===== src/design/pfa_pkg.sv =====
package pfa_pkg;

  localparam int FRAC_BITS_DEF = 16;
  localparam int CRD_W = 32;
  localparam int SUM_W = 48;
  localparam int R2_W = 64;
  localparam int NUM_W = 128;
  localparam int CFG_IDX_W = 2;

  typedef enum logic [1:0] {
    CFG_CUTOFF = 2'd0,
    CFG_MINRAD = 2'd1,
    CFG_INVMASS = 2'd2
  } cfg_idx_t;

  typedef enum logic [3:0] {
    ST_IDLE,
    ST_DIFF,
    ST_SQ,
    ST_R2,
    ST_SQRT,
    ST_DEN,
    ST_MASS,
    ST_NUM,
    ST_DIV_GO,
    ST_DIV,
    ST_ACC,
    ST_OUT
  } state_t;

  typedef struct packed {
    logic load;
    logic diff;
    logic sq;
    logic r2;
    logic sqrt_start;
    logic den;
    logic mass;
    logic num;
    logic div_start;
    logic acc;
    logic out_load;
  } ctrl_t;

  typedef struct packed {
    logic in_range;
    logic active;
    logic sqrt_done;
    logic div_done;
  } stat_t;

endpackage


===== src/design/pfa_ctrl.sv =====
module pfa_ctrl (
  input  logic            clk,
  input  logic            rst_n,
  input  logic            in_valid,
  output logic            in_ready,
  output logic            out_valid,
  input  logic            out_ready,
  input  pfa_pkg::stat_t  stat,
  output pfa_pkg::ctrl_t  ctrl
);
  import pfa_pkg::*;

  state_t state_r, state_nxt;
  logic   ov_r, ov_nxt;

  // The output register frees the sequencer: a result may wait while the next pair is worked.
  always_comb begin
    state_nxt = state_r;
    unique case (state_r)
      ST_IDLE:   if (in_valid) state_nxt = ST_DIFF;
      ST_DIFF:   state_nxt = ST_SQ;
      ST_SQ:     state_nxt = ST_R2;
      ST_R2:     state_nxt = stat.active ? ST_SQRT : ST_ACC;
      ST_SQRT:   if (stat.sqrt_done) state_nxt = ST_DEN;
      ST_DEN:    state_nxt = ST_MASS;
      ST_MASS:   state_nxt = ST_NUM;
      ST_NUM:    state_nxt = ST_DIV_GO;
      ST_DIV_GO: state_nxt = ST_DIV;
      ST_DIV:    if (stat.div_done) state_nxt = ST_ACC;
      ST_ACC:    state_nxt = ST_OUT;
      ST_OUT:    if (!ov_r || out_ready) state_nxt = ST_IDLE;
      default:   state_nxt = ST_IDLE;
    endcase
  end

  always_comb begin
    ctrl = '0;
    unique case (state_r)
      ST_IDLE: ctrl.load = in_valid;
      ST_DIFF: ctrl.diff = 1'b1;
      ST_SQ:   ctrl.sq = 1'b1;
      ST_R2:   begin
        ctrl.r2 = 1'b1;
        ctrl.sqrt_start = stat.active;
      end
      ST_DEN:    ctrl.den = 1'b1;
      ST_MASS:   ctrl.mass = 1'b1;
      ST_NUM:    ctrl.num = 1'b1;
      ST_DIV_GO: ctrl.div_start = 1'b1;
      ST_ACC:    ctrl.acc = 1'b1;
      ST_OUT:    ctrl.out_load = !ov_r || out_ready;
      default:   ctrl = '0;
    endcase
  end

  assign in_ready = (state_r == ST_IDLE);
  assign out_valid = ov_r;

  always_comb begin
    ov_nxt = ov_r;
    if (out_ready) ov_nxt = 1'b0;
    if (ctrl.out_load) ov_nxt = 1'b1;
  end

  always_ff @(posedge clk) begin
    if (!rst_n) begin
      state_r <= ST_IDLE;
      ov_r <= 1'b0;
    end else begin
      state_r <= state_nxt;
      ov_r <= ov_nxt;
    end
  end

endmodule


===== config.mk =====
export PLATFORM = sky130hd
export DESIGN_NAME = pfa_ctrl
export DESIGN_NICKNAME = d
export VERILOG_FILES = /design/src/design/pfa_pkg.sv /design/src/design/pfa_ctrl.sv
export SDC_FILE = /design/constraint.sdc
export NUM_CORES = 1
export LEC_CHECK = 0
export ABC_AREA = 1
export BUFFER_PORTS_ARGS = -buffer_cell sky130_fd_sc_hd__buf_2
export CORE_AREA = 4 4 41 43
export DETAILED_ROUTE_END_ITERATION = 12
export DIE_AREA = 0 0 45 47
export PLACE_DENSITY = 0.7
export SLEW_MARGIN = 5
export SYNTH_ARGS = -nofsm -noshare
export SYNTH_HDL_FRONTEND = slang
export SYNTH_SLANG_ARGS = --single-unit

===== constraint.sdc =====
create_clock -name clk -period 2.21 [get_ports clk]
set_input_delay 0.5525 -clock clk [delete_from_list [all_inputs] [get_ports clk]]
set_output_delay 0.5525 -clock clk [all_outputs]
set_load 0.03 [all_outputs]

==> impl_metrics.toml, run 1 <==
[run_status]
status = "finished, final reports clean"

[timing]
rsz0062_at_grt = "false"
setup_viol = 0
tightest_slew_ns = 0.199
setup_tns_ns = 0
layout_setup_ws_ns = 0.362
maxSlewViolCount = 0
fin_skew_ns = 0.000671
max_freq_mhz = 541
slew_headroom = 0.867
whs_ns = 0.552
period_minus_slack_ns = 1.85
period_share = 0.836
hold_viol_final = 0

[pwr]
p_leak_nw = 0.336
p_sw_frac = 0.404
vdd_drop_max_mv = 0.241
powerDensity_nw_per_um2 = 631
pwr-share-comb = 0.401
power_mw = 0.350
power.clock.fraction = 0.295
switchingPower_mw = 0.141
power_frac_seq = 0.305
internal-power_mw = 0.209

[route]
wl_um = 982
vias = 471
drc = 0
drt-pass1-iter-count = 3
drt-initial-drc-count = 8
ant_nets = 0
viasPerCell = 4.24
wl_per_cell_um = 8.85

[setup_path]
crit_path_top_delay_cell = "dfxtp_1"
critPathRequiredTime_ns = 1.66
reg2reg_from = "state_r[3]"
critPathKind = "reg -> out"
worstPathCellList = "inv_2 -> nor2_1 -> inv_1 -> nor3_2 -> buf_2"
max_stage_delay_ns = 0.41
cp-end-kind = "output pin"
start_kind = "flip-flop"
crit_arrival_ns = 1.30
startpoint = "state_r[3]"
critPathMaxFanout = 6

[clocking]
clock-sinks = 5
path_clk_slew_ns = 0.04
cts_tree = "done"
cts_hold_buf = 0
cts-resized-gates = 0
clockRootBuffer = "clkbuf_4"
ctsLongestPathBuffers = 2
insertion_delay_ns = 0.24
cts_buffers = 3
ctsHtreeMaxLevel = 1
post_cts_buffers = 0

[hold_path]
hold_class = "reg -> reg"
hp-start = "state_r[3]"

[logic_synthesis]
synth_area_per_cell_um2 = 5.70
ys_types = 15
synth_area_um2 = 422
synth_cells = 74
syn_nets = 82
synth_top_area_cell = "dfxtp_1"
ys_seq_area_frac = 0.237
ys_top_cells_by_area = "dfxtp_1 (24%), nand2_1 (13%), inv_1 (12%), nor2_1 (12%), nand3_1 (9.5%)"
ys_seq_elements = 5
yosysWarnings = 0
yosys.area.top_type_share = 0.237

[placement]
place_congestion = 0.781
place_worst_setup_slack_ns = 0.570
io_buffers = 19
dp_hpwl_um = 834
dp_cells = 107
dpl_cell_area_um2 = 528

[layout]
synthToLayoutAreaGrowth_pct = 31.5
stdcell_area_um2 = 554
stdcell_count = 111
num_antenna_cells = 0
fin_util = 0.426
nets = 105
layout-drive-gt1-share = 0.365

[global_route]
grt.busiest_layer = "met2"
grt_use_met1 = 0.136
track_usage = 0.115
grt.met3_usage = 0.0115
antenna_found_initial = 0
grt_pass1_vias = 463
grt_overflow = 0
grt_max_degree = 7
grt_use_met2 = 0.184
grt_pass1_wl_mm = 1.75

[floorplan]
start_util = 0.324
die_width_um = 45
core_area_um2 = 1300
die_h_um = 47
rows = 13
io_pins = 21
dieArea_um2 = 2120

[run]
drv_cap = 0
## cell type report
type                       instances  area [µm²]
timing repair buffer              19        95.1
multi-input combinational         50         246
inverter                          18        67.6
fill                             161         747
sequential                         5         100
tap                               15        18.8
clock buffer                       4        26.3
## kinds of logic after synthesis
kind of cell	after synthesis	share of synthesized area
and+or+nand+nor	46	0.528
buffers and inverters	19	0.178
DFF	5	0.237
AOI/OAI and AO/OA	4	0.0564
## routing by layer
metal / up-vias / wire length (µm)
li1: 262 / -
met1: 197 / 413
met2: 10 / 498
met3: 2 / 57
met4: 0 / 13
met5: - / 0
## critical path: cells and delay by family, from the launching register on
kind                   cells  cell delay, ns
and+or+nand+nor            2            0.27
DFF                        1            0.41
buffers and inverters      3            0.37
## placed cells by master (no fill, tap or decap)
cell type,instances
a21oi_2,1
clkbuf_1,1
nand3_1,8
nor3_1,1
nand2_1,15
dfxtp_1,5
nor3_2,1
nor2_2,1
buf_2,19
nor2_4,3
nand2_2,3
nor2_1,14
inv_2,4
inv_1,14
o21ai_0,1
clkbuf_4,3
a21oi_1,2
## power groups by stage
stage                     sequential (mW)  clock (mW)  combinational [mW]
after floorplan                     0.107           0               0.106
after global placement              0.108           0               0.139
after detailed placement            0.108           0               0.141
after CTS                           0.107       0.108               0.141
after global routing                0.109       0.116               0.157
final                               0.107       0.103               0.140
## worst paths after layout
check / depth (start not counted) / slack, ns / end
max: 5 / 0.36 / ctrl[0]
min: 2 / 0.55 / state_r[3]
max reg2reg: 9 / 1.05 / state_r[0]
min reg2reg: 2 / 0.55 / state_r[3]
## cell usage after synthesis (all sizes together)
cell type,count
o21ai,1
nor2,18
dfxtp,5
nor3,2
nand2,18
nand3,8
buf,1
a21oi,3
inv,18
## registers in the layout (all words and copies together), names as in the netlist
signal and count:
out_valid 1, state_r 4
(Power assumes the default switching activity.)
==> run 2: changes to the inputs <==
- ABC_AREA: 1 -> 0
- PLACE_DENSITY: 0.7 -> 0.69
- clock period: 2.21 -> 1.6 ns (I/O delays scaled with it)
==> impl_metrics.toml, run 2 <==
[timing]
whs_ns = 0.456
setup_tns_ns = 0
fin_skew_ns = 0.000857
maxSlewViolCount = 0
period_minus_slack_ns = 1.57
layout_setup_ws_ns = 0.0255
slew_headroom = 0.761
period_share = 0.984
hold_viol_final = 0
max_freq_mhz = 635
rsz0062_at_grt = "true"
tightest_slew_ns = 0.355
setup_viol = 0

[pwr]
power_mw = 0.468
powerDensity_nw_per_um2 = 665
vdd_drop_max_mv = 0.608
p_leak_nw = 0.292

[run_status]
status = "finished, final reports clean"

[global_route]
grt_overflow = 0
grt_pass1_vias = 394
grt_max_degree = 10
antenna_found_initial = 0
track_usage = 0.104
grt_pass1_wl_mm = 1.60

[placement]
place_worst_setup_slack_ns = 0.106
dpl_cell_area_um2 = 546
dp_hpwl_um = 752
dp_cells = 85
io_buffers = 19
place_congestion = 0.776

[route]
drt-pass1-iter-count = 2
wl_mm = 1.07
ant_nets = 0
drt-initial-drc-count = 2
wl_per_cell_um = 11.7
vias = 467
viasPerCell = 5.08
drc = 0

[clocking]
ctsLongestPathBuffers = 2
cts_tree = "done"
cts_hold_buf = 0
insertion_delay_ns = 0.24
ctsHtreeMaxLevel = 1
clock-sinks = 5
path_clk_slew_ns = 0.04
clockRootBuffer = "clkbuf_4"
cts_buffers = 3

[layout]
fin_util = 0.540
nets = 86
stdcell_area_um2 = 703
largest_reg_flops = 4
mostFrequentLayoutCells = "buf_4 (12), buf_2 (9), buf_6 (6), dfxtp_4 (4)"
layout-drive-gt1-share = 0.636
stdcell_count = 92
regMostFlops = "state_r"
num_antenna_cells = 0
synthToLayoutAreaGrowth_pct = 84.9
mostFrequentLayoutCell = "buf_4"

[floorplan]
start_util = 0.292
rows = 13
io_pins = 21
die_width_um = 45
core_area_um2 = 1300
dieArea_um2 = 2120
die_h_um = 47

[logic_synthesis]
yosys.area.top_type_share = 0.263
async_flop_share = 0
synth_area_um2 = 380
synth_area_per_cell_um2 = 7.76
synth_most_common_cell = "dfxtp_1"
ys_seq_area_frac = 0.263
syn_nets = 57
synth_edf_count = 0
ys_top_cells_by_area = "dfxtp_1 (26%), nand2b_1 (6.6%), buf_2 (5.3%), and2_1 (4.9%), nor2b_1 (4.9%)"
synth_cells = 49
yosysWarnings = 0
synth_top_area_cell = "dfxtp_1"
ys_seq_elements = 5
synth_top_flop_cell = "dfxtp_1"
ys_types = 24
synthTopCellsByCount = "dfxtp_1 (5), buf_2 (4), nand2b_1 (4), nor2_1 (4)"

[hold_path]
hp-start = "rst_n"
hold_class = "in -> reg"
min_to = "state_r[1]"
holdPathStages = 3

[setup_path]
worst_r2r_path_depth = 5
critPathRequiredTime_ns = 1.20
reg2reg_slack_ns = 0.15
max_stage_delay_ns = 0.37
start_kind = "flip-flop"
r2r-end = "state_r[0]"
critPathKind = "reg -> out"
cp-end-kind = "output pin"
worstPathCellList = "nor4_4 -> and2_1 -> buf_6"
critPathMaxFanout = 6
reg2reg_from = "state_r[0]"
crit_path_top_delay_cell = "dfxtp_4"
crit_arrival_ns = 1.17

[run]
drv_cap = 0
[run 2: cell types whose count changed after synthesis, sizes merged, moves of 2 or more]
| cell | previous run | this run |
|---|---|---|
| nor2 | 18 | 4 |
| buf | 1 | 5 |
| and2 | 0 | 3 |
| nor2b | 0 | 3 |
| a21oi | 3 | 0 |
| nand3 | 8 | 0 |
| nand3b | 0 | 2 |
| nor3b | 0 | 2 |
| nand2 | 18 | 3 |
| o21ai | 1 | 3 |
| nand2b | 0 | 4 |
| inv | 18 | 0 |
| nor4 | 0 | 2 |
[run 2: routing by layer]
metal | wire length, µm | track usage
met5 | 0 | 0
met4 | 0 | 0.0351
met3 | 69 | 0.0460
met2 | 571 | 0.172
met1 | 433 | 0.118
[run 2: what timing repair did]
action | in CTS | in global routing
endpoints found under the setup margin | 10 | 11
gates resized for setup | 17 | 17
endpoints found under the hold margin | 0 | 0
setup buffers | 0 | 3
gates cloned | 0 | 0
pin swaps | 0 | 3
[run 2: cell type report]
type,instances,area (µm²)
fill,140,598
multi-input combinational,39,330
timing repair buffer,29,213
sequential,5,115
clock buffer,4,26.3
tap,15,18.8
[run 2: critical path, delay by kind of cell, from the launching register on]
kind	cells	cell delay, ns
buf+inv	1	0.13
simple gates	2	0.44
flops	1	0.37
[run 2: power by group]
group	internal, mW	switching (mW)
sequential	0.131	0.0183
clock	0.0940	0.0476
combinational	0.0862	0.0904
[run 2: worst max-delay path by stage]
stage	startpoint	endpoint	slack, ns	cells after the start
finish	state_r[0]	ctrl[10]	0.03	3
global route	state_r[0]	ctrl[10]	-0.04	3
CTS	state_r[2]	ctrl[10]	-0.01	4
detailed placement	state_r[2]	ctrl[6]	0.11	4
global placement	state_r[2]	ctrl[6]	0.12	4
floorplan	state_r[0]	ctrl[10]	-0.37	3
[run 2: logic make-up after synthesis]
family / Yosys count / synth area share
muxes: 1 / 0.0263
DFF: 5 / 0.263
AOI/OAI and AO/OA: 9 / 0.191
buffers and inverters: 5 / 0.0724
and+or+nand+nor: 29 / 0.447
==> run 3: changes to the inputs <==
- BUFFER_PORTS_ARGS: -buffer_cell sky130_fd_sc_hd__buf_2 -> unset
- DONT_BUFFER_PORTS: unset -> 1
- PLACE_DENSITY: 0.69 -> 0.54
- SLEW_MARGIN: 5 -> 20
==> impl_metrics.toml, run 3 (synthesized netlist as in run 2, its figures left out) <==
[run_status]
status = "complete, but fails checks"
violations = "setup timing"

[setup_path]
crit_path_top_delay_cell = "dfxtp_4"
start_kind = "flip-flop"
max_stage_delay_ns = 0.37
path_buf_inv = 1
worstPathCellList = "nor4_4 -> and2_4 -> buf_6"
reg2reg_slack_ns = 0.23
cp-end-kind = "output pin"
crit_family = "simple AND/OR/NAND/NOR gates"
crit_arrival_ns = 1.25
crit_cells = 3
reg2reg_from = "state_r[0]"
critPathRequiredTime_ns = 1.20
critPathMaxFanout = 8
worst_r2r_path_depth = 4
startpoint = "state_r[0]"
critPathKind = "reg -> out"
r2r-end = "state_r[0]"
crit_path_end = "ctrl[10]"

[floorplan]
io_pins = 21
core_area_um2 = 1300
rows = 13
start_util = 0.292
die_h_um = 47
die_width_um = 45
dieArea_um2 = 2120

[pwr]
p_leak_nw = 0.246
power_mw = 0.456
powerDensity_nw_per_um2 = 713
vdd_drop_max_mv = 0.373

[clocking]
clock-sinks = 5
cts_tree = "done"
path_clk_slew_ns = 0.04
ctsLongestPathBuffers = 2
clockRootBuffer = "clkbuf_4"
cts_buffers = 3
insertion_delay_ns = 0.24
ctsHtreeMaxLevel = 1

[layout]
mostFrequentLayoutCells = "buf_4 (15), buf_6 (4), dfxtp_4 (4)"
layout-drive-gt1-share = 0.582
num-fill-cells = 137
largest_reg_flops = 4
synthToLayoutAreaGrowth_pct = 68.1
stdcell_count = 82
nets = 76
stdcell_area_um2 = 639
mostFrequentLayoutCell = "buf_4"
seqCellArea_um2 = 115
regMostFlops = "state_r"
multi_input_area_um2 = 322
num_antenna_cells = 0

[placement]
dp_cells = 76
place_congestion = 0.774
io_buffers = 0
dp_hpwl_um = 782
dpl_cell_area_um2 = 526

[global_route]
antenna_found_initial = 0
grt_pass1_vias = 388
grt_overflow = 0
track_usage = 0.114
grt_max_degree = 12
grt_pass1_wl_mm = 1.71

[timing]
whs_ns = 0.281
max_freq_mhz = 607
rsz0062_at_grt = "true"
setup_viol = 2
layout_setup_ws_ns = -0.0467
period_share = 1.03
period_minus_slack_ns = 1.65
tightest_slew_ns = 0.440
hold_viol_final = 0
setup_tns_ns = -0.0474
maxSlewViolCount = 0
slew_headroom = 0.704
fin_skew_ns = 0.00192

[route]
wl_mm = 1.10
drt-initial-drc-count = 6
drt-pass1-iter-count = 4
viasPerCell = 5.11
wl_per_cell_um = 13.4
vias = 419
ant_nets = 0
drc = 0

[hold_path]
hold_class = "in -> reg"

[run]
drv_cap = 0
-- run 3: how the worst min path moves through the flow --
stage	depth (start not counted)	slack [ns]	start	to
floorplan	2	0.51	rst_n	state_r[1]
global placement	2	0.52	out_valid	out_valid
detailed placement	2	0.52	out_valid	out_valid
CTS	2	0.27	rst_n	state_r[1]
global route	2	0.27	rst_n	state_r[1]
finish	2	0.28	rst_n	state_r[1]
-- run 3: metal layers --
metal,vias up,track usage,share of wire
met5,-,0,0
met4,0,0.0351,0
met3,0,0.0651,0.064
met2,12,0.184,0.55
met1,193,0.128,0.39
li1,214,-,-
-- run 3: report_power, final --
| group | leakage, nW | switching [mW] | total, mW | internal, mW |
|---|---|---|---|---|
| registers | 0.0436 | 0.0196 | 0.151 | 0.131 |
| clock network | 0.0150 | 0.0534 | 0.148 | 0.0944 |
| logic | 0.187 | 0.0816 | 0.158 | 0.0759 |
| total | 0.246 | 0.155 | 0.456 | 0.301 |
-- run 3: through the flow --
stage | utilization | worst slack [ns]
after global routing | 0.491 | -0.110
after global placement | 0.404 | 0.116
after floorplan | - | -0.371
after detailed placement | 0.404 | 0.115
after CTS | 0.450 | -0.0159
final | 0.491 | -0.0467
-- run 3: layout make-up --
type,count,share of cell area
clock buffer,4,0.0411
tap,15,0.0294
multi-input combinational,39,0.503
sequential,5,0.180
timing repair buffer,19,0.247
-- run 3: worst reg2reg max path: cells and delay by family (launching register included) --
kind | cells | cell delay, ns
AOI/OAI and AO/OA | 3 | 0.50
and+or+nand+nor | 1 | 0.39
DFF | 1 | 0.37
-- run 3: timing repair --
action / in CTS / in global routing
resized for setup: 11 / 10
hold buffers: 0 / 0
pin swaps: 1 / 3
endpoints found under the setup margin: 11 / 11
buffers inserted: 0 / 2
